`config.mk`:
```
export PLATFORM = sky130hd
export DESIGN_NAME = pafc_sqrt_cell
export DESIGN_NICKNAME = d
export VERILOG_FILES = /design/src/rtl/pafc_pkg.sv /design/src/rtl/pafc_sqrt_cell.sv
export SDC_FILE = /design/constraint.sdc
export NUM_CORES = 1
export LEC_CHECK = 0
export BUFFER_PORTS_ARGS = -buffer_cell sky130_fd_sc_hd__buf_2
export CAP_MARGIN = 20
export CORE_MARGIN = 2
export CORE_UTILIZATION = 41
export DETAILED_ROUTE_END_ITERATION = 7
export HOLD_SLACK_MARGIN = 0.15
export PLACE_DENSITY_LB_ADDON = 0.12
export SYNTH_ARGS = -nofsm -noshare
export SYNTH_HDL_FRONTEND = slang
export SYNTH_SLANG_ARGS = --single-unit
```
`constraint.sdc`:
```
create_clock -name clk_i -period 1.9 [get_ports clk_i]
set_clock_uncertainty 0.05 [all_clocks]
set_input_delay 0.57 -clock clk_i [delete_from_list [all_inputs] [get_ports clk_i]]
set_output_delay 0.57 -clock clk_i [all_outputs]
set_load 0.005 [all_outputs]
```
`src/rtl/pafc_pkg.sv`:
```
// Shared widths, register codes and payload types of the point attractor force block.
package pafc_pkg;

  localparam int unsigned DATA_W        = 32;
  localparam int unsigned DT_W          = 16;
  localparam int unsigned FRAC_BITS_DEF = 16;
  localparam int unsigned MAG_W         = 33;
  localparam int unsigned SQ_W          = 64;
  localparam int unsigned R_W           = 33;
  localparam int unsigned QUO1_W        = 33;
  localparam int unsigned Q_W           = 34;
  localparam int unsigned C_W           = 41;
  localparam int unsigned SPLIT_W       = 24;
  localparam int unsigned CFG_IDX_W     = 3;
  localparam int unsigned LAW_W         = 3;
  localparam int unsigned KIND_W        = 2;

  localparam logic [C_W-1:0] MAG_CAP = 41'h100_0000_0000;

  typedef enum logic [CFG_IDX_W-1:0] {
    CFG_POINT_X  = 3'd0,
    CFG_POINT_Y  = 3'd1,
    CFG_STRENGTH = 3'd2,
    CFG_LAW      = 3'd3,
    CFG_ATTR     = 3'd4
  } cfg_idx_e;

  typedef enum logic [LAW_W-1:0] {
    LAW_CONST    = 3'd0,
    LAW_LIN      = 3'd1,
    LAW_INV_LIN  = 3'd2,
    LAW_QUAD     = 3'd3,
    LAW_INV_QUAD = 3'd4
  } law_e;

  typedef enum logic [KIND_W-1:0] {
    ATTR_POS = 2'd0,
    ATTR_VEL = 2'd1,
    ATTR_ACC = 2'd2
  } attr_e;

  typedef enum logic [1:0] {
    MODE_PASS = 2'd0,
    MODE_MUL  = 2'd1,
    MODE_DIV  = 2'd2
  } law_mode_e;

  typedef struct packed {
    logic [DATA_W-1:0] new_x;
    logic [DATA_W-1:0] new_y;
    logic              changed;
    logic [KIND_W-1:0] kind;
  } res_t;

endpackage

```
`src/rtl/pafc_sqrt_cell.sv`:
```
// One step of the bitwise integer square root, one root bit per cell.
module pafc_sqrt_cell #(
  parameter int unsigned STEP   = 0,
  parameter int unsigned SIDE_W = 1
) (
  input  logic                      clk_i,
  input  logic                      rst_ni,
  input  logic                      en_i,
  input  logic                      valid_i,
  input  logic [pafc_pkg::SQ_W-1:0] rad_i,
  input  logic [pafc_pkg::SQ_W-1:0] root_i,
  input  logic [SIDE_W-1:0]         side_i,
  output logic                      valid_o,
  output logic [pafc_pkg::SQ_W-1:0] rad_o,
  output logic [pafc_pkg::SQ_W-1:0] root_o,
  output logic [SIDE_W-1:0]         side_o
);

  localparam int unsigned SqW    = pafc_pkg::SQ_W;
  localparam int unsigned BitPos = SqW - 2 - 2 * STEP;
  localparam logic [SqW-1:0] StepBit = SqW'(1) << BitPos;

  logic           valid_q;
  logic [SqW-1:0] rad_q, root_q;
  logic [SIDE_W-1:0] side_q;
  logic [SqW-1:0] trial;
  logic           take;

  assign trial = root_i + StepBit;
  assign take  = rad_i >= trial;

  always_ff @(posedge clk_i or negedge rst_ni) begin
    if (!rst_ni) begin
      valid_q <= 1'b0;
    end else if (en_i) begin
      valid_q <= valid_i;
    end
  end

  always_ff @(posedge clk_i) begin
    if (en_i) begin
      rad_q  <= take ? rad_i - trial : rad_i;
      root_q <= take ? (root_i >> 1) + StepBit : root_i >> 1;
      side_q <= side_i;
    end
  end

  assign valid_o = valid_q;
  assign rad_o   = rad_q;
  assign root_o  = root_q;
  assign side_o  = side_q;

endmodule

```
# --- Word-level counts from Yosys, hierarchy flattened ---
# Cells that the tools add are included.
classes:
  n_addsub: 3
  n_lt_le_gt_ge: 1
  mux: 2
op_table:
  columns: ["operator", "count"]
  rows:
  - ["adder 63 x 63 -> 64 bit, second input constant", 1]
  - ["adder 64 x 63 -> 64 bit, second input constant", 1]
  - [">= comparator 64 bit", 1]
  - ["two-way mux 64 bit", 1]
  - ["subtractor 64 bit", 1]
  - ["two-way mux 63 bit", 1]
word_totals:
  register_bits: 130
  in_bits: 133
  output_inout_bits: 130
  wordCells: 11

# --- Logic depth before layout (Yosys ltp) ---
depth:
  ltp_word: 3
  ltp_mapped: 15
  mapped_depth_nobuf: 13

# --- Worst setup path after synthesis ---
# OpenSTA, ideal clock, no wires.
synth_path:
  path_kind: "input to register"
  from: "input rad_i[0] (netlist bit)"
  to: "register rad_q[53] (netlist: rad_o[53]) (data pin)"
  setup_ps: 262
  arrival_ps: 3153
  required_time_ps: 1588
  slack_ps: -1565
  path_stages: 13
  n_path_buf: 2
  path_cell_list: "inv_1 ha_1 fa_1 nand2b_1 a21oi_1 o21ai_1 o21ba_1 a31oi_4 o211ai_1 a31oi_1 buf_4 buf_4 mux2_1"
synth_via:
  elab_chain_len: 2
  word_cells_on_any_way: 3
  classes_between: "add/sub (1); order compare (1); mux (1)"
synth_rtl:
  columns: ["item", "line_no", "text"]
  rows:
  - ["start: declaration", "pafc_sqrt_cell.sv:10", "input logic [pafc_pkg::SQ_W-1:0] rad_i,"]
  - ["subtractor 64 bit or >= comparator 64 bit (tied branches)", "pafc_sqrt_cell.sv:42, pafc_sqrt_cell.sv:30", null]
  - ["two-way mux 64 bit (*)", "pafc_sqrt_cell.sv:42", "rad_q <= take ? rad_i - trial : rad_i;"]
  - ["end signal: assignment", "pafc_sqrt_cell.sv:42", null]
  - ["end: declaration", "pafc_sqrt_cell.sv:24", "logic [SqW-1:0] rad_q, root_q;"]
# Every way passes the cells marked *; elsewhere a longest branch is shown, timed or not.
# A chain may end at the register's enable or synchronous reset.

# --- Final worst setup path ---
layout_path:
  from: "input root_i[57] (netlist bit)"
  to: "register rad_q[62] (netlist: rad_o[62]) (data pin)"
layout_via:
  elab_chain_len: 3
  word_cells_on_any_way: 4
  classes_between: "add/sub (2); order compare (1); mux (1)"
layout_rtl:
  columns: ["item", "line_no", "text"]
  rows:
  - ["start: declaration", "pafc_sqrt_cell.sv:11", "input logic [pafc_pkg::SQ_W-1:0] root_i,"]
  - ["adder 64 x 63 -> 64 bit (*)", "pafc_sqrt_cell.sv:29", "assign trial = root_i + StepBit;"]
  - ["subtractor 64 bit or >= comparator 64 bit (tied branches)", "pafc_sqrt_cell.sv:42, pafc_sqrt_cell.sv:30", null]
  - ["two-way mux 64 bit (*)", "pafc_sqrt_cell.sv:42", null]
# Marks and branches as above.

==> results.cfg <==
[run_status]
status = finished, violations left
violations = negative setup slack

[synthesis]
synth_fp_nets = 1120
async_reset_ff_share_pct = 0.7692
synth-seq-area-share_pct = 42.64
synth-edff-count = 129
yosys_most_used_dff = edfxtp_1
avgSynthCellArea_um2 = 9.917
synth_seq_cells = 130
syn-cell-area_um2 = 9144
synth.distinct_cells = 68
ys_warn_count = 0
syn_inst = 922

[setup_path]
worst-setup-path-type = input port to flip-flop
r2r_slack_ns = 1.12
end_kind = flip-flop
startpoint_type = input port
reg2reg_depth = 1
crit_fanout = 6
required_ns = 2.04
r2r-end = valid_o
cp.arrival_ns = 3.19
r2r_start = valid_o

[cts]
numCtsBuffers = 17
cts_sinks = 130
htreeDepth = 4
cts_tree = done
clockBufferDepth = 2
clk_pin_slew_worst_paths_ns = 0.07
clk_latency_ns = 0.43
root_buffer = clkbuf_16

[layout]
layout_common_cells = buf_4, buf_2, edfxtp_1
mostFrequentLayoutCell = buf_4
layout-drive-gt1-share_pct = 54.27
fin_nets = 1709
nFillCells = 1711
final_area_um2 = 15160
area_growth_pct = 65.82

[sta]
max_freq_ghz = 0.3279
worst_slew_pin_slew_ns = 0.6277
relSlewSlack_pct = 58.07
hold_viol_final = 0
period_share_pct = 160.5
final_max_slew_viol_count = 0
final-setup-viol-count = 66
finalCriticalPeriod_ns = 3.050
layout_setup_ws_ns = -1.150
rsz0062_at_grt = true

[worst_hold_path]
holdPathEnd = side_o
hp-class = input port to flip-flop
min_path_cells = 1
hp-start = side_i

[grt]
met3_usage_pct = 4.990
first_global_vias = 9387
grt_util_met1_pct = 32.95
grt_overflow = 0
gr-max-usage-layer = met2
met2_usage_pct = 41.56
antenna_found_initial = 3
grt_start_max_net_pins = 31
grt_pass1_wl_um = 47060
grtUsageTotal_pct = 24.88

[pwr]
leakagePower_nw = 7.103
finalPower_mw = 11.55
power_density_nw_per_um2 = 761.8
irDropWorstVdd_mv = 0.6281

[route]
wl_per_cell_um = 16.89
first_pass_iters = 4
drtIter0Drc = 495
ant_nets = 0
vias = 9207
routed_wl_um = 30530
drc = 0
vias_per_cell = 5.092

[floorplan]
fp.dieH_um = 153.3
initial_core_util_pct = 41.77
ioPinCount = 263
fp.dieW_um = 153.3
core.rowCount = 54
core-area_um2 = 21890
die_area_um2 = 23510

[place]
port_buffers = 262
hpwl_um = 22520
placed_area_um2 = 13280
finalWeightedCongestion = 0.8846

[run]
drv_cap = 0
## area by class of cell
class	instances	area (um^2)	share of cell area, %
Multi-Input combinational cell	669	5674	37.42
Timing Repair Buffer	606	4272	28.17
Sequential cell	130	3899	25.71
Clock buffer	17	425.4	2.806
Tap cell	280	350.3	2.311
Inverter	87	336.6	2.220
Clock inverter	15	195.2	1.287
Antenna cell	4	10.01	0.06602
## state kept, by name, indices dropped and copies added (netlist names)
register / cells
rad_o: 64
root_o: 64
side_o: 1
valid_o: 1
## power breakdown
group          switching, mW  total (mW)  leakage [nW]  internal, mW
clock                   1.47        3.57         0.298          2.11
combinational           1.96        4.32          5.53          2.35
sequential            0.0854        3.66          1.27          3.58
total                   3.52        11.6          7.10          8.03
## per-layer routing
layer  wire, um  vias to the layer above
met3       1510                       30
met2      14840                      238
li1           -                     4592
met4        382                        0
met1      13790                     4347
met5          0                        -
## worst max-delay path, stage by stage
cell      delay [ns]
buf_2           0.11
inv_1           0.08
ha_4            0.20
a21o_1          0.17
a21o_1          0.17
a21o_1          0.18
a21o_1          0.18
a21o_1          0.20
a211oi_2        0.31
a31oi_4         0.13
buf_6           0.14
buf_8           0.13
buf_16          0.13
o21ai_2         0.05
o21ai_1         0.07
or3b_1          0.36
## synthesized netlist by cell type (4+ instances only)
library cell,count,area (um^2)
nand3_1,10,50.05
and3_1,4,25.02
o2111ai_1,5,43.79
inv_1,87,326.6
o21ai_0,42,210.2
buf_2,4,20.02
ha_1,64,800.8
edfxtp_1,129,3874
nand4_1,21,131.4
xor2_1,17,148.9
clkbuf_1,25,93.84
o211ai_1,8,60.06
mux2_1,33,371.6
o21ai_1,9,45.04
buf_6,4,45.04
a211oi_1,6,45.04
nor2_1,60,225.2
nor2b_1,7,43.79
xnor2_1,39,341.6
mux2_2,19,214.0
and2_1,4,25.02
o21a_1,4,30.03
a21boi_0,5,37.54
nand2_1,69,259.0
and4_1,6,52.55
nand2b_1,6,37.54
nor3_1,16,80.08
o21bai_1,17,127.6
a21oi_1,101,505.5
a21o_1,41,307.8
a31oi_1,5,31.28
## logic make-up after synthesis
group | share of synthesized area, %
AOI/OAI and AO/OA | 19.06
xor gates and xnor gates | 5.364
adders and majority gates | 8.976
buffers and inverters | 5.555
DFF | 42.64
muxes | 6.514
and+or+nand+nor | 11.89
## metrics by stage
stage	util (%)	setup WS, ns	hold WS (ns)	cells	TNS, ns
5_1_grt	69.23	-1.246	0.2543	1805	-77.66
3_3_place_gp	60.64	-1.848	0.2945	1735	-103.63
6_report	69.26	-1.150	0.2648	1808	-72.45
2_1_floorplan	-	-1.294	0.2244	922	-81.17
4_1_cts	66.78	-1.189	0.2545	1795	-73.64
3_5_place_dp	60.64	-1.861	0.2975	1735	-107.02
## repair_timing
item,CTS,global route
resized for setup,87,106
buffers inserted,20,9
cloned,7,1
endpoints found under the setup margin,66,66
endpoints found under the hold margin,1,0
hold buffers,1,0
pin swaps,30,43
## how the worst max path moves through the flow
| stage | start | endpoint | slack [ns] | cells after the start |
|---|---|---|---|---|
| after global routing | rad_i[15] | rad_o[62] | -1.25 | 16 |
| after floorplan | rad_i[0] | rad_o[18] | -1.29 | 13 |
| after global placement | root_i[1] | rad_o[53] | -1.85 | 16 |
| after CTS | root_i[5] | rad_o[62] | -1.19 | 16 |
| final | root_i[57] | rad_o[62] | -1.15 | 16 |
| after detailed placement | rad_i[1] | rad_o[49] | -1.86 | 16 |
No activity file was read; power rests on OpenSTA's default activity.
