===== src/rtl/pafc_div_cell.sv =====
// One restoring division step on two dividends sharing one divisor.
module pafc_div_cell #(
  parameter int unsigned REM_W  = 64,
  parameter int unsigned DEN_W  = 33,
  parameter int unsigned QUO_W  = 33,
  parameter int unsigned QBIT   = 0,
  parameter int unsigned SIDE_W = 1
) (
  input  logic              clk_i,
  input  logic              rst_ni,
  input  logic              en_i,
  input  logic              valid_i,
  input  logic [REM_W-1:0]  rem_a_i,
  input  logic [REM_W-1:0]  rem_b_i,
  input  logic [DEN_W-1:0]  den_i,
  input  logic [QUO_W-1:0]  quo_a_i,
  input  logic [QUO_W-1:0]  quo_b_i,
  input  logic [SIDE_W-1:0] side_i,
  output logic              valid_o,
  output logic [REM_W-1:0]  rem_a_o,
  output logic [REM_W-1:0]  rem_b_o,
  output logic [DEN_W-1:0]  den_o,
  output logic [QUO_W-1:0]  quo_a_o,
  output logic [QUO_W-1:0]  quo_b_o,
  output logic [SIDE_W-1:0] side_o
);

  localparam int unsigned CmpW = REM_W + DEN_W;
  localparam logic [QUO_W-1:0] QuoBit = QUO_W'(1) << QBIT;

  logic              valid_q;
  logic [REM_W-1:0]  rem_a_q, rem_b_q;
  logic [DEN_W-1:0]  den_q;
  logic [QUO_W-1:0]  quo_a_q, quo_b_q;
  logic [SIDE_W-1:0] side_q;
  logic [CmpW-1:0]   den_sh;
  logic              take_a, take_b;

  assign den_sh = CmpW'(den_i) << QBIT;
  assign take_a = CmpW'(rem_a_i) >= den_sh;
  assign take_b = CmpW'(rem_b_i) >= den_sh;

  always_ff @(posedge clk_i or negedge rst_ni) begin
    if (!rst_ni) begin
      valid_q <= 1'b0;
    end else if (en_i) begin
      valid_q <= valid_i;
    end
  end

  always_ff @(posedge clk_i) begin
    if (en_i) begin
      rem_a_q <= take_a ? rem_a_i - den_sh[REM_W-1:0] : rem_a_i;
      rem_b_q <= take_b ? rem_b_i - den_sh[REM_W-1:0] : rem_b_i;
      quo_a_q <= take_a ? (quo_a_i | QuoBit) : quo_a_i;
      quo_b_q <= take_b ? (quo_b_i | QuoBit) : quo_b_i;
      den_q   <= den_i;
      side_q  <= side_i;
    end
  end

  assign valid_o = valid_q;
  assign rem_a_o = rem_a_q;
  assign rem_b_o = rem_b_q;
  assign den_o   = den_q;
  assign quo_a_o = quo_a_q;
  assign quo_b_o = quo_b_q;
  assign side_o  = side_q;

endmodule


===== config.mk =====
export PLATFORM = sky130hd
export DESIGN_NAME = pafc_div_cell
export DESIGN_NICKNAME = d
export VERILOG_FILES = /design/src/rtl/pafc_div_cell.sv
export SDC_FILE = /design/constraint.sdc
export NUM_CORES = 1
export LEC_CHECK = 0
export BUFFER_PORTS_ARGS = -buffer_cell sky130_fd_sc_hd__buf_2
export CELL_PAD_IN_SITES_DETAIL_PLACEMENT = 1
export CELL_PAD_IN_SITES_GLOBAL_PLACEMENT = 1
export CORE_MARGIN = 3
export CORE_UTILIZATION = 41
export DETAILED_ROUTE_END_ITERATION = 10
export GPL_TIMING_DRIVEN = 0
export PLACE_DENSITY_LB_ADDON = 0.2
export SYNTH_ARGS = -nofsm -noshare
export SYNTH_HDL_FRONTEND = slang
export SYNTH_SLANG_ARGS = --single-unit

===== constraint.sdc =====
create_clock -name clk_i -period 2.2 [get_ports clk_i]
set_input_delay 0.11 -clock clk_i [delete_from_list [all_inputs] [get_ports clk_i]]
set_output_delay 0.11 -clock clk_i [all_outputs]
set_load 0.02 [all_outputs]

==> flow_summary.toml, run 1 <==
[yosys]
ys_seq_area_share_pct = 53.02
synthArstFlopShare_pct = 0.4367
synthMuxAreaShare_pct = 0.3379
syn_avg_cell_area_um2 = 10.77
synthXorXnorAreaFrac_pct = 7.975
synth_edf_count = 228
synth_nets = 1503
synth_top_flop_cell = "edfxtp_1"
postSynthRegisterBits = 229
syn_inst = 1203
synthAdderAreaFrac_pct = 6.681
syn_area_um2 = 12960
synth_top_family_by_area = "simple AND/OR/NAND/NOR gates"
yosys_warnings = 0
yosys.area_share.simple_pct = 15.00
synthDistinctLibCells = 60
synth_compound_area_share_pct = 13.62

[clock_network]
cts_buffers = 27
cts.path.max_buffers = 3
cts_max_level = 1
cts_root_buf = "clkbuf_16"
cts_sinks = 229

[floorplanning]
io_pins = 461
dieWidth_um = 183.8
core.rowCount = 64
start_util_pct = 41.93
die_h_um = 183.8

[grt]
track_usage_pct = 72.85
overflow = 75
grt_max_degree = 130
antenna_found_initial = 34

[run_status]
error = "[ERROR GRT-0232] Routing congestion too high. Check the congestion heatmap in the GUI."
status = "stopped before the end"
stop_stage = "global routing"

[place]
placed_cell_area_um2 = 16200
placed_cells = 2058
globalplace.congestion = 0.8812
hpwlAfterDp_mm = 39.18
port_buffers = 458

[sta]
worst_endpoint = "rem_b_o[55]$_DFFE_PP_/D"
worst-endpoint-pin-kind = "register input"
metal layers:
layer | GRT usage [%] | overflow
met5 | 29.00 | 2
met3 | 55.07 | 6
met4 | 80.25 | 44
met1 | 68.30 | 0
met2 | 92.44 | 23
Yosys cell counts (3+ instances only):
master / count / area share (%)
nor4_1: 24 / 1.2
edfxtp_1: 228 / 53
o21ai_0: 72 / 2.8
nand3_1: 13 / 0.50
a211oi_1: 7 / 0.41
o21ai_1: 9 / 0.35
a31oi_1: 9 / 0.43
and3_1: 6 / 0.29
or2_2: 8 / 0.39
o31ai_1: 3 / 0.17
o21a_1: 8 / 0.46
ha_1: 66 / 6.4
buf_6: 5 / 0.43
o211ai_1: 7 / 0.41
o41ai_1: 3 / 0.20
nor3_1: 40 / 1.5
nor2b_1: 8 / 0.39
or4_1: 20 / 1.2
nor4b_1: 5 / 0.34
a21boi_0: 4 / 0.23
a2111oi_0: 3 / 0.20
a41oi_1: 3 / 0.20
xnor2_1: 45 / 3.0
a21o_1: 28 / 1.6
nor2_1: 86 / 2.5
a2111o_1: 3 / 0.26
buf_2: 3 / 0.12
or3_1: 20 / 0.97
inv_1: 54 / 1.6
xor2_1: 73 / 4.9
nand2b_1: 15 / 0.72
nand4_1: 26 / 1.3
a21oi_1: 105 / 4.1
clkbuf_1: 39 / 1.1
nand2_1: 102 / 3.0
and2_1: 3 / 0.14
o21bai_1: 21 / 1.2
repair_timing:
action | 4_1_cts
hold buffers | 226
setup endpoints to repair | 128
resized for setup | 310
setup buffers | 74
pin swaps | 83
hold endpoints to repair | 224
gates cloned | 9
metrics by stage:
stage	TNS, ns	utilization (%)	hold slack [ns]	setup slack, ns
CTS	-30.93	68.81	0.001391	-0.5530
detailed placement	-132.64	52.40	-0.1113	-1.383
global placement	-606.94	52.28	-0.1148	-2.295
floorplan	-54.22	-	-0.1856	-0.7309
logic make-up after synthesis:
group / count (synthesis)
AND/OR/NAND/NOR: 387
AO/OA/AOI/OAI: 294
flip-flops: 229
XOR/XNOR: 118
buffers and inverters: 103
adder cells (fa/ha/maj): 68
multiplexers: 4
==> inputs of run 2 (changes only) <==
==> config.mk (replaced) <==
export PLATFORM = sky130hd
export DESIGN_NAME = pafc_div_cell
export DESIGN_NICKNAME = d
export VERILOG_FILES = /design/src/rtl/pafc_div_cell.sv
export SDC_FILE = /design/constraint.sdc
export NUM_CORES = 1
export LEC_CHECK = 0
export BUFFER_PORTS_ARGS = -buffer_cell sky130_fd_sc_hd__buf_2
export CORE_MARGIN = 3
export CORE_UTILIZATION = 30
export DETAILED_ROUTE_END_ITERATION = 10
export GPL_TIMING_DRIVEN = 0
export PLACE_DENSITY_LB_ADDON = 0.15
export SYNTH_ARGS = -nofsm -noshare
export SYNTH_HDL_FRONTEND = slang
export SYNTH_SLANG_ARGS = --single-unit
==> run 2 against run 1 <==
Against the previous run: the flow now finishes, with violations (negative setup slack); synthesized cell count unchanged; area after synthesis is the same.
==> flow_summary.toml, run 2 <==
[yosys]
synth_top_flop_cell = "edfxtp_1"
postSynthRegisterBits = 229
synthMuxAreaShare_pct = 0.3379
syn_inst = 1203
ys_seq_area_share_pct = 53.02
synthTopCellsByCount = "edfxtp_1, a21oi_1, nand2_1, nor2_1, xor2_1"
synthXorXnorAreaFrac_pct = 7.975
syn_area_um2 = 12960
yosys_warnings = 0
synth_top_family_by_area = "simple AND/OR/NAND/NOR gates"
yosysTopAreaCell = "edfxtp_1"
synthAdderAreaFrac_pct = 6.681
synth_compound_area_share_pct = 13.62
yosysTopAreaCellShare_pct = 52.83
syn_avg_cell_area_um2 = 10.77
synth_most_common_cell = "edfxtp_1"
synth_edf_count = 228
yosys.area_share.simple_pct = 15.00
synth_nets = 1503
synthArstFlopShare_pct = 0.4367
synthDistinctLibCells = 60
synthTopCellsByArea = "edfxtp_1, ha_1, xor2_1"

[sta]
setup-violations-final = 88
final-max-slew-violation-count = 0
skew_ns = 0
period_needed_ns = 2.594
period_share_pct = 117.9
timing.fmax_mhz = 385.6
relSlewSlack_pct = 22.97
whs_ns = 0.02531
rsz0062_at_grt = "yes"
worst-slew-pin-transition_ns = 1.155
hold_viol = 0
fin_ws_ns = -0.3936

[finish]
drive_above_1_share_pct = 45.96
syn_to_final_growth_pct = 75.12
final_common_cell = "buf_2"
final_cell_mix = "buf_2, dlygate4sd3_1, edfxtp_1"
fin_util_pct = 53.63
final_nets = 2309

[pwr]
peakVddDrop_mv = 0.6303
p_per_area_nw_per_um2 = 636.4
leakage_nw = 9.178

[clock_network]
cts_max_level = 1
cts_buffers = 29
cts_root_buf = "clkbuf_16"
cts_tree = "built"
clkSlewWorstSetupHoldPaths_ns = 0.06
clk_latency_ns = 0.56
cts.path.max_buffers = 3
cts_sinks = 229

[grt]
grt_max_degree = 127
track_usage_pct = 21.72
grt_pass1_vias = 12989
grt_pass1_wl_mm = 76.05
antenna_found_initial = 18
overflow = 0

[place]
hpwlAfterDp_mm = 37.78
port_buffers = 458
globalplace.congestion = 0.8750

[floorplanning]
die_h_um = 213.8
die_area_um2 = 45730
start_util_pct = 30.62
dieWidth_um = 213.8
core.rowCount = 75
core_area_um2 = 42320
io_pins = 461

[detailed_routing]
drt_wl_total_mm = 53.35
dr.pass1.iters = 5
drc = 0
drt_first_iter_violations = 663
final_antenna_net_count = 0
via_count = 12871
vias_per_cell = 4.918
wl_per_cell_um = 20.39

[min_path]
min_path_type = "in2reg"

[run_status]
violations = "negative setup slack"
status = "finished with violations"

[setup_path]
crit_path_end_kind = "register"
crit_path_start_kind = "primary input"
crit_fanout = 6
cp.required_ns = 2.51
criticalPathCategory = "in2reg"
crit_arrival_ns = 2.91

[run]
maxCapViolCount = 0
[run 2: cell counts after synthesis]
Identical to the previous run, type by type.
[run 2: timing repair]
action / CTS / global route
endpoints found under the setup margin: 127 / 129
gates cloned: 9 / 1
pin swaps: 68 / 97
hold buffers: 234 / 1
endpoints found under the hold margin: 227 / 1
setup buffers: 50 / 54
gates resized for setup: 245 / 263
[run 2: cell type report]
| class | count | area (um2) |
|---|---|---|
| repair buffers | 795 | 5877 |
| plain buffers | 29 | 379.1 |
| inverters | 54 | 227.7 |
| clock buffers | 35 | 748.2 |
| diodes | 10 | 25.02 |
| multi-input cells | 871 | 7626 |
| well taps | 577 | 721.9 |
| clock inverters | 17 | 219.0 |
| fillers | 3763 | 19630 |
| flip-flops and latches | 229 | 6872 |
[run 2: worst paths after layout]
path                       cells after the start   startpoint  slack (ns)           to
min in group asynchronous                      3       rst_ni        0.38      valid_o
max reg2reg                                    1      valid_o        1.45      valid_o
max in group asynchronous                      3       rst_ni        1.72      valid_o
max                                           13  rem_b_i[42]       -0.39  rem_b_o[40]
min reg2reg                                    1      valid_o        0.52      valid_o
min                                            4  rem_a_i[42]        0.03  rem_a_o[43]
[run 2: power by group]
group          internal [mW]  switching (mW)  leakage [nW]
clock                   2.99            1.93         0.458
sequential              5.37           0.116          2.24
combinational           1.73            2.31          6.48
[run 2: layer usage]
layer,global-route usage [%],share of wire [%],vias to the layer above
li1,-,-,6106
met1,27.12,40,6259
met2,37.10,49,404
met3,5.999,8.0,84
met4,5.925,2.3,18
met5,0,0.21,-
[run 2: worst max-delay path: stages]
cell and delay [ns]:
buf_8 0.10, or4_4 0.53, or4_4 0.46, or4_4 0.56, nor3_4 0.13, nand3_2 0.13
nor2_4 0.17, buf_12 0.12, buf_12 0.14, buf_12 0.11, a21oi_4 0.03, and2_4 0.17
xor2_2 0.14
[run 2: cell families after synthesis]
| logic type | count (synthesis) |
|---|---|
| DFF | 229 |
| buffers and inverters | 103 |
| muxes | 4 |
| AOI/OAI and AO/OA | 294 |
| and+or+nand+nor | 387 |
| adders and majority gates | 68 |
| xor gates and xnor gates | 118 |
[run 2: per-stage QoR]
stage / setup TNS [ns] / instance area (um2) / instances / power, mW / setup WS [ns]
global placement: -671.57 / 16390 / 2238 / 8.656 / -2.534
floorplan: -54.22 / 13370 / 1203 / 7.391 / -0.7309
finish: -20.37 / 22700 / 2617 / 14.44 / -0.3936
CTS: -19.28 / 21350 / 2571 / 14.18 / -0.3634
global route: -26.22 / 22690 / 2614 / 15.08 / -0.5020
detailed placement: -136.66 / 16420 / 2239 / 8.643 / -1.514
(Power assumes the default switching activity.)
==> inputs of run 3 (changes only) <==
--- a/config.mk
+++ b/config.mk
@@ -5,6 +5,7 @@
 export SDC_FILE = /design/constraint.sdc
 export NUM_CORES = 1
 export LEC_CHECK = 0
+export ABC_AREA = 1
 export BUFFER_PORTS_ARGS = -buffer_cell sky130_fd_sc_hd__buf_2
 export CORE_MARGIN = 3
 export CORE_UTILIZATION = 30
@@ -14,3 +15,4 @@
 export SYNTH_ARGS = -nofsm -noshare
 export SYNTH_HDL_FRONTEND = slang
 export SYNTH_SLANG_ARGS = --single-unit
+export TNS_END_PERCENT = 100
==> run 3 against run 2 <==
Against the previous run: the run now ends clean; utilization down 11 points; critical path depth up 3; flip-flop and latch count unchanged; combinational power about the same; worst setup slack better by 0.44 ns; maximum frequency up 20%; sequential power about the same; routed wire length up 29%; largest power group unchanged; area after synthesis up 27%; global-route usage up 1.4 points.
==> flow_summary.toml, run 3 <==
[run]
maxCapViolCount = 0

[grt]
use_met3_pct = 3.892
overflow = 0
antenna_found_initial = 11
busiest_layer = "met2"
track_usage_pct = 23.14
grt_pass1_vias = 16898
grt_max_degree = 111
grt_pass1_wl_mm = 99.30
grt_use_met2_pct = 42.24
met1_usage_pct = 26.84

[finish]
drive_above_1_share_pct = 22.96
final_cell_mix = "nand2_1, buf_2, inv_1"
syn_to_final_growth_pct = 40.03
final_common_cell = "nand2_1"
fin_util_pct = 42.58
finalNonFillerCells = 3681
final_nets = 3262
final_area_um2 = 22960

[yosys]
synth_edf_count = 228
syn_area_um2 = 16400
syn_inst = 2236
ys_seq_area_share_pct = 41.91
synth_most_common_cell = "nand2_1"
synthArstFlopShare_pct = 0.4367
postSynthRegisterBits = 229
yosysTopAreaCellShare_pct = 41.76
synth_nets = 2536
synthTopCellsByCount = "nand2_1, inv_1, edfxtp_1, nor2_1, nand3_1"
synthTopCellsByArea = "edfxtp_1, nand2_1, inv_1"
syn_avg_cell_area_um2 = 7.333
yosysTopAreaCell = "edfxtp_1"
yosys_warnings = 0
synthDistinctLibCells = 42
synth_top_flop_cell = "edfxtp_1"

[setup_path]
criticalPathCategory = "in2reg"
r2r_cells = 1
reg2reg_slack_ns = 1.46
r2r-start = "valid_o"
path_cells = "dlygate4sd3_1 > buf_2 > inv_1 > nand3_1 > inv_2 > nand2_1 > nor3_2 > nand3_1 > nand2_1 > inv_2 > nand2_4 > inv_4 > buf_12 > buf_8 > nand2_2 > o21ai_2"
cp.required_ns = 2.51
crit_path_end_kind = "register"
crit_path_start_kind = "primary input"
critPathLaunch = "rem_b_i[39]"
critPathSlowestCell = "dlygate4sd3_1"
cp-endpoint = "rem_b_o[21]"
crit_fanout = 10
crit_arrival_ns = 2.47
r2r_end = "valid_o"
max_stage_delay_ns = 0.54

[clock_network]
clk_latency_ns = 0.58
cts_sinks = 229
clkSlewWorstSetupHoldPaths_ns = 0.06
cts_tree = "built"
cts_max_level = 1
cts_root_buf = "clkbuf_16"
cts_buffers = 28
cts.path.max_buffers = 3

[sta]
relSlewSlack_pct = 56.62
hold_viol = 0
rsz0062_at_grt = "yes"
timing.fmax_mhz = 463.9
period_share_pct = 97.98
setup-violations-final = 0
final-max-slew-violation-count = 0
skew_ns = 0
period_needed_ns = 2.156
worst-slew-pin-transition_ns = 0.6508

[place]
placed_cells = 3394
hpwlAfterDp_mm = 56.49
port_buffers = 460
placed_cell_area_um2 = 19630
globalplace.congestion = 0.9417

[detailed_routing]
final_antenna_net_count = 0
wl_per_cell_um = 18.69
vias_per_cell = 4.599
via_count = 16929
drc = 0
drt_wl_total_mm = 68.81
dr.pass1.iters = 8
drt_first_iter_violations = 823

[pwr]
p_per_area_nw_per_um2 = 611.4
leakage_nw = 11.03
peakVddDrop_mv = 0.5317

[floorplanning]
die_h_um = 239.8
core_area_um2 = 53920
die_area_um2 = 57490
start_util_pct = 30.41
dieWidth_um = 239.8
core.rowCount = 85
io_pins = 461

[run_status]
status = "finished, final reports clean"

[min_path]
min_path_type = "in2reg"
hp-start = "rem_a_i[51]"
run 3: cell count changes in the layout (fill, tap and decap cells not counted), moves of 22 or more:
cell	delta
nand2_1	+754
inv_1	+351
nor2_1	+175
nand3_1	+93
xor2_1	-60
buf_4	-59
ha_1	+33
ha_4	-26
a21o_1	-24
a21oi_2	+24
buf_8	-22
run 3: metrics by stage:
step | setup WS (ns) | power [mW] | setup TNS (ns) | hold WS [ns]
detailed placement | -0.6736 | 9.224 | -69.47 | -0.1125
global route | -0.02167 | 14.75 | -0.02167 | 0.006222
CTS | 0.004303 | 14.20 | 0 | 0.002859
finish | 0.04443 | 14.04 | 0 | 0.04556
global placement | -2.447 | 9.226 | -571.87 | -0.1154
floorplan | 0.02173 | 7.687 | 0 | -0.1856
run 3: worst min-delay path by stage:
stage	end	slack, ns	depth (start not counted)
6_report	rem_a_o[51]	0.05	3
5_1_grt	rem_a_o[51]	0.006	3
4_1_cts	rem_a_o[51]	0.003	3
3_5_place_dp	valid_o	-0.11	1
3_3_place_gp	valid_o	-0.12	1
2_1_floorplan	valid_o	-0.19	0
run 3: critical path, delay by kind of cell:
kind                   cells  cell delay (ns)
buffers and inverters      8             1.37
AND/OR/NAND/NOR            7             0.89
AO/OA/AOI/OAI              1             0.08
run 3: power breakdown:
part | total, mW | switching (mW) | internal (mW)
clock | 4.56 | 1.88 | 2.67
sequential | 5.48 | 0.112 | 5.37
combinational | 4.00 | 2.57 | 1.43
total | 14.0 | 4.57 | 9.47
run 3: cell families (layout without fill, tap and decap cells):
| kind of cell | count (synthesis) | count (layout) | synth area share (%) |
|---|---|---|---|
| AOI/OAI and AO/OA | 180 | 180 | 7.334 |
| muxes | 1 | 1 | 0.06868 |
| buffers and inverters | 430 | 1173 | 10.62 |
| xor gates and xnor gates | 58 | 58 | 3.098 |
| adders and majority gates | 68 | 68 | 5.281 |
| and+or+nand+nor | 1270 | 1270 | 31.69 |
| DFF | 229 | 229 | 41.91 |
| other | 0 | 6 | 0 |
run 3: area by class of cell:
cell class              instances  area (um2)
fillers                      5607       30960
multi-input cells            1577        7868
flip-flops and latches        229        6872
repair buffers                696        4697
inverters                     407        1533
well taps                     696       870.8
clock buffers                  33       719.4
plain buffers                  23       217.7
clock inverters                14       167.7
diodes                          6       15.01
run 3: layer usage:
| metal | vias to the layer above | share of wire [%] |
|---|---|---|
| met4 | 8 | 4.1 |
| met2 | 492 | 50 |
| met5 | - | 0.073 |
| li1 | 8480 | - |
| met3 | 114 | 5.6 |
| met1 | 7835 | 40 |
run 3: repair_timing:
action,in CTS,in global routing
hold buffers,229,0
pin swaps,0,2
endpoints found under the setup margin,10,91
gates resized for setup,4,24
buffers inserted,0,5
endpoints found under the hold margin,260,0
==> inputs of run 4 (changes only) <==
==> constraint.sdc (replaced) <==
create_clock -name clk_i -period 2.2 [get_ports clk_i]
set_input_delay 0.66 -clock clk_i [delete_from_list [all_inputs] [get_ports clk_i]]
set_output_delay 0.66 -clock clk_i [all_outputs]
set_load 0.02 [all_outputs]
==> run 4 against run 3 <==
Against the previous run: the run now ends with negative setup slack left; via count shrank 0.52%; critical endpoint is now rem_a_o[38]; die area is the same; register-to-register slack is essentially flat; routed wire length grew 0.25%.
==> flow_summary.toml, run 4 (synthesis results as in run 3) <==
[setup_path]
cp.required_ns = 2.61
crit_path_start_kind = "primary input"
criticalPathCategory = "in2reg"
crit_arrival_ns = 2.79
crit_fanout = 6
crit_path_end_kind = "register"

[finish]
final_cell_mix = "nand2_1, buf_2, inv_1"
syn_to_final_growth_pct = 47.27
fillerInstances = 5512
final_nets = 3139
final_common_cell = "nand2_1"
drive_above_1_share_pct = 38.45

[sta]
finalSetupTns_ns = -8.997
skew_ns = 0
rsz0062_at_grt = "yes"
period_needed_ns = 2.382
timing.fmax_mhz = 419.9
relSlewSlack_pct = 35.80
fin_ws_ns = -0.1818
setup-violations-final = 106
hold_viol = 0
worst-slew-pin-transition_ns = 0.9630
final-max-slew-violation-count = 0
period_share_pct = 108.3

[clock_network]
cts_sinks = 229
clkSlewWorstSetupHoldPaths_ns = 0.06
clk_latency_ns = 0.56
cts_tree = "built"
cts_root_buf = "clkbuf_16"
cts.path.max_buffers = 3
cts_max_level = 1
cts_buffers = 28

[floorplanning]
die_area_um2 = 57490
die_h_um = 239.8
core.rowCount = 85
dieWidth_um = 239.8
io_pins = 461
core_area_um2 = 53920
start_util_pct = 30.41

[run]
maxCapViolCount = 0

[place]
port_buffers = 460
hpwlAfterDp_mm = 54.93
globalplace.congestion = 0.9342

[detailed_routing]
drt_first_iter_violations = 966
final_antenna_net_count = 0
dr.pass1.iters = 6
drc = 0
via_count = 16841
drt_wl_total_mm = 68.98
vias_per_cell = 4.723
wl_per_cell_um = 19.34

[min_path]
min_path_type = "in2reg"

[pwr]
p_per_area_nw_per_um2 = 625.8
leakage_nw = 11.24
peakVddDrop_mv = 0.4797
totalPowerFinal_mw = 15.11

[grt]
grt_max_degree = 121
overflow = 0
track_usage_pct = 22.71
grt_pass1_wl_mm = 97.61
grt_pass1_vias = 16164
antenna_found_initial = 15

[run_status]
status = "finished with violations"
violations = "negative setup slack"
-- run 4: repair_timing --
item | CTS | global route
gates cloned | 8 | 4
buffers inserted | 73 | 29
pin swaps | 89 | 63
resized for setup | 301 | 166
setup endpoints to repair | 130 | 129
hold buffers | 1 | 0
endpoints found under the hold margin | 1 | 0
-- run 4: layer usage --
metal / global-route usage, % / part of all wire, % / vias to the layer above
met4: 5.754 / 2.2 / 4
met3: 4.836 / 9.0 / 83
li1: - / - / 8248
met1: 31.86 / 45 / 7871
met2: 35.63 / 44 / 635
met5: 0 / 0.038 / -
-- run 4: cell type report --
class                   count  area, um2  share of cell area, %
multi-input cells        1577       9788                  40.54
flip-flops and latches    229       6872                  28.46
repair buffers            575       3625                  15.01
inverters                 407       1609                  6.664
well taps                 696      870.8                  3.607
clock buffers              29      704.4                  2.917
plain buffers              21      344.1                  1.425
clock inverters            23      310.3                  1.285
diodes                      9      22.52                0.09327
-- run 4: final timing paths --
| check | from | end | slack, ns | depth (start not counted) |
|---|---|---|---|---|
| worst min register to register | valid_o | valid_o | 0.52 | 1 |
| worst max register to register | valid_o | valid_o | 1.45 | 1 |
| worst min-delay path | quo_b_i[13] | quo_b_o[13] | 0.26 | 1 |
| worst max-delay path | den_i[14] | rem_a_o[38] | -0.18 | 16 |
| max in group asynchronous | rst_ni | valid_o | 1.71 | 2 |
| min in group asynchronous | rst_ni | valid_o | 0.41 | 2 |
-- run 4: critical path, cell delays in order --
cell	delay, ns
buf_8	0.08
clkinvlp_4	0.19
ha_4	0.35
nand2_4	0.06
nor2_4	0.12
nand2_2	0.09
nor3b_4	0.27
nand3_2	0.11
nand2_2	0.11
inv_4	0.06
nand2_8	0.09
inv_8	0.05
buf_12	0.15
buf_12	0.13
buf_16	0.14
a21oi_4	0.12
-- run 4: power by group --
part           switching, mW  internal (mW)
logic                   2.82           1.65
registers              0.125           5.37
clock network           2.00           3.15
total                   4.94           10.2
-- run 4: metrics by stage --
step           hold WS, ns  instance area, um2  utilization [%]  setup slack (ns)  instances
2_1_floorplan       0.3644               16900                -           -0.4144       2236
3_3_place_gp        0.4362               20070            37.22            -2.985       3392
3_5_place_dp        0.4360               20110            37.29            -1.323       3393
4_1_cts             0.2059               23210            43.05           -0.1312       3525
5_1_grt             0.2201               24130            44.76           -0.2399       3561
6_report            0.2551               24150            44.78           -0.1818       3566
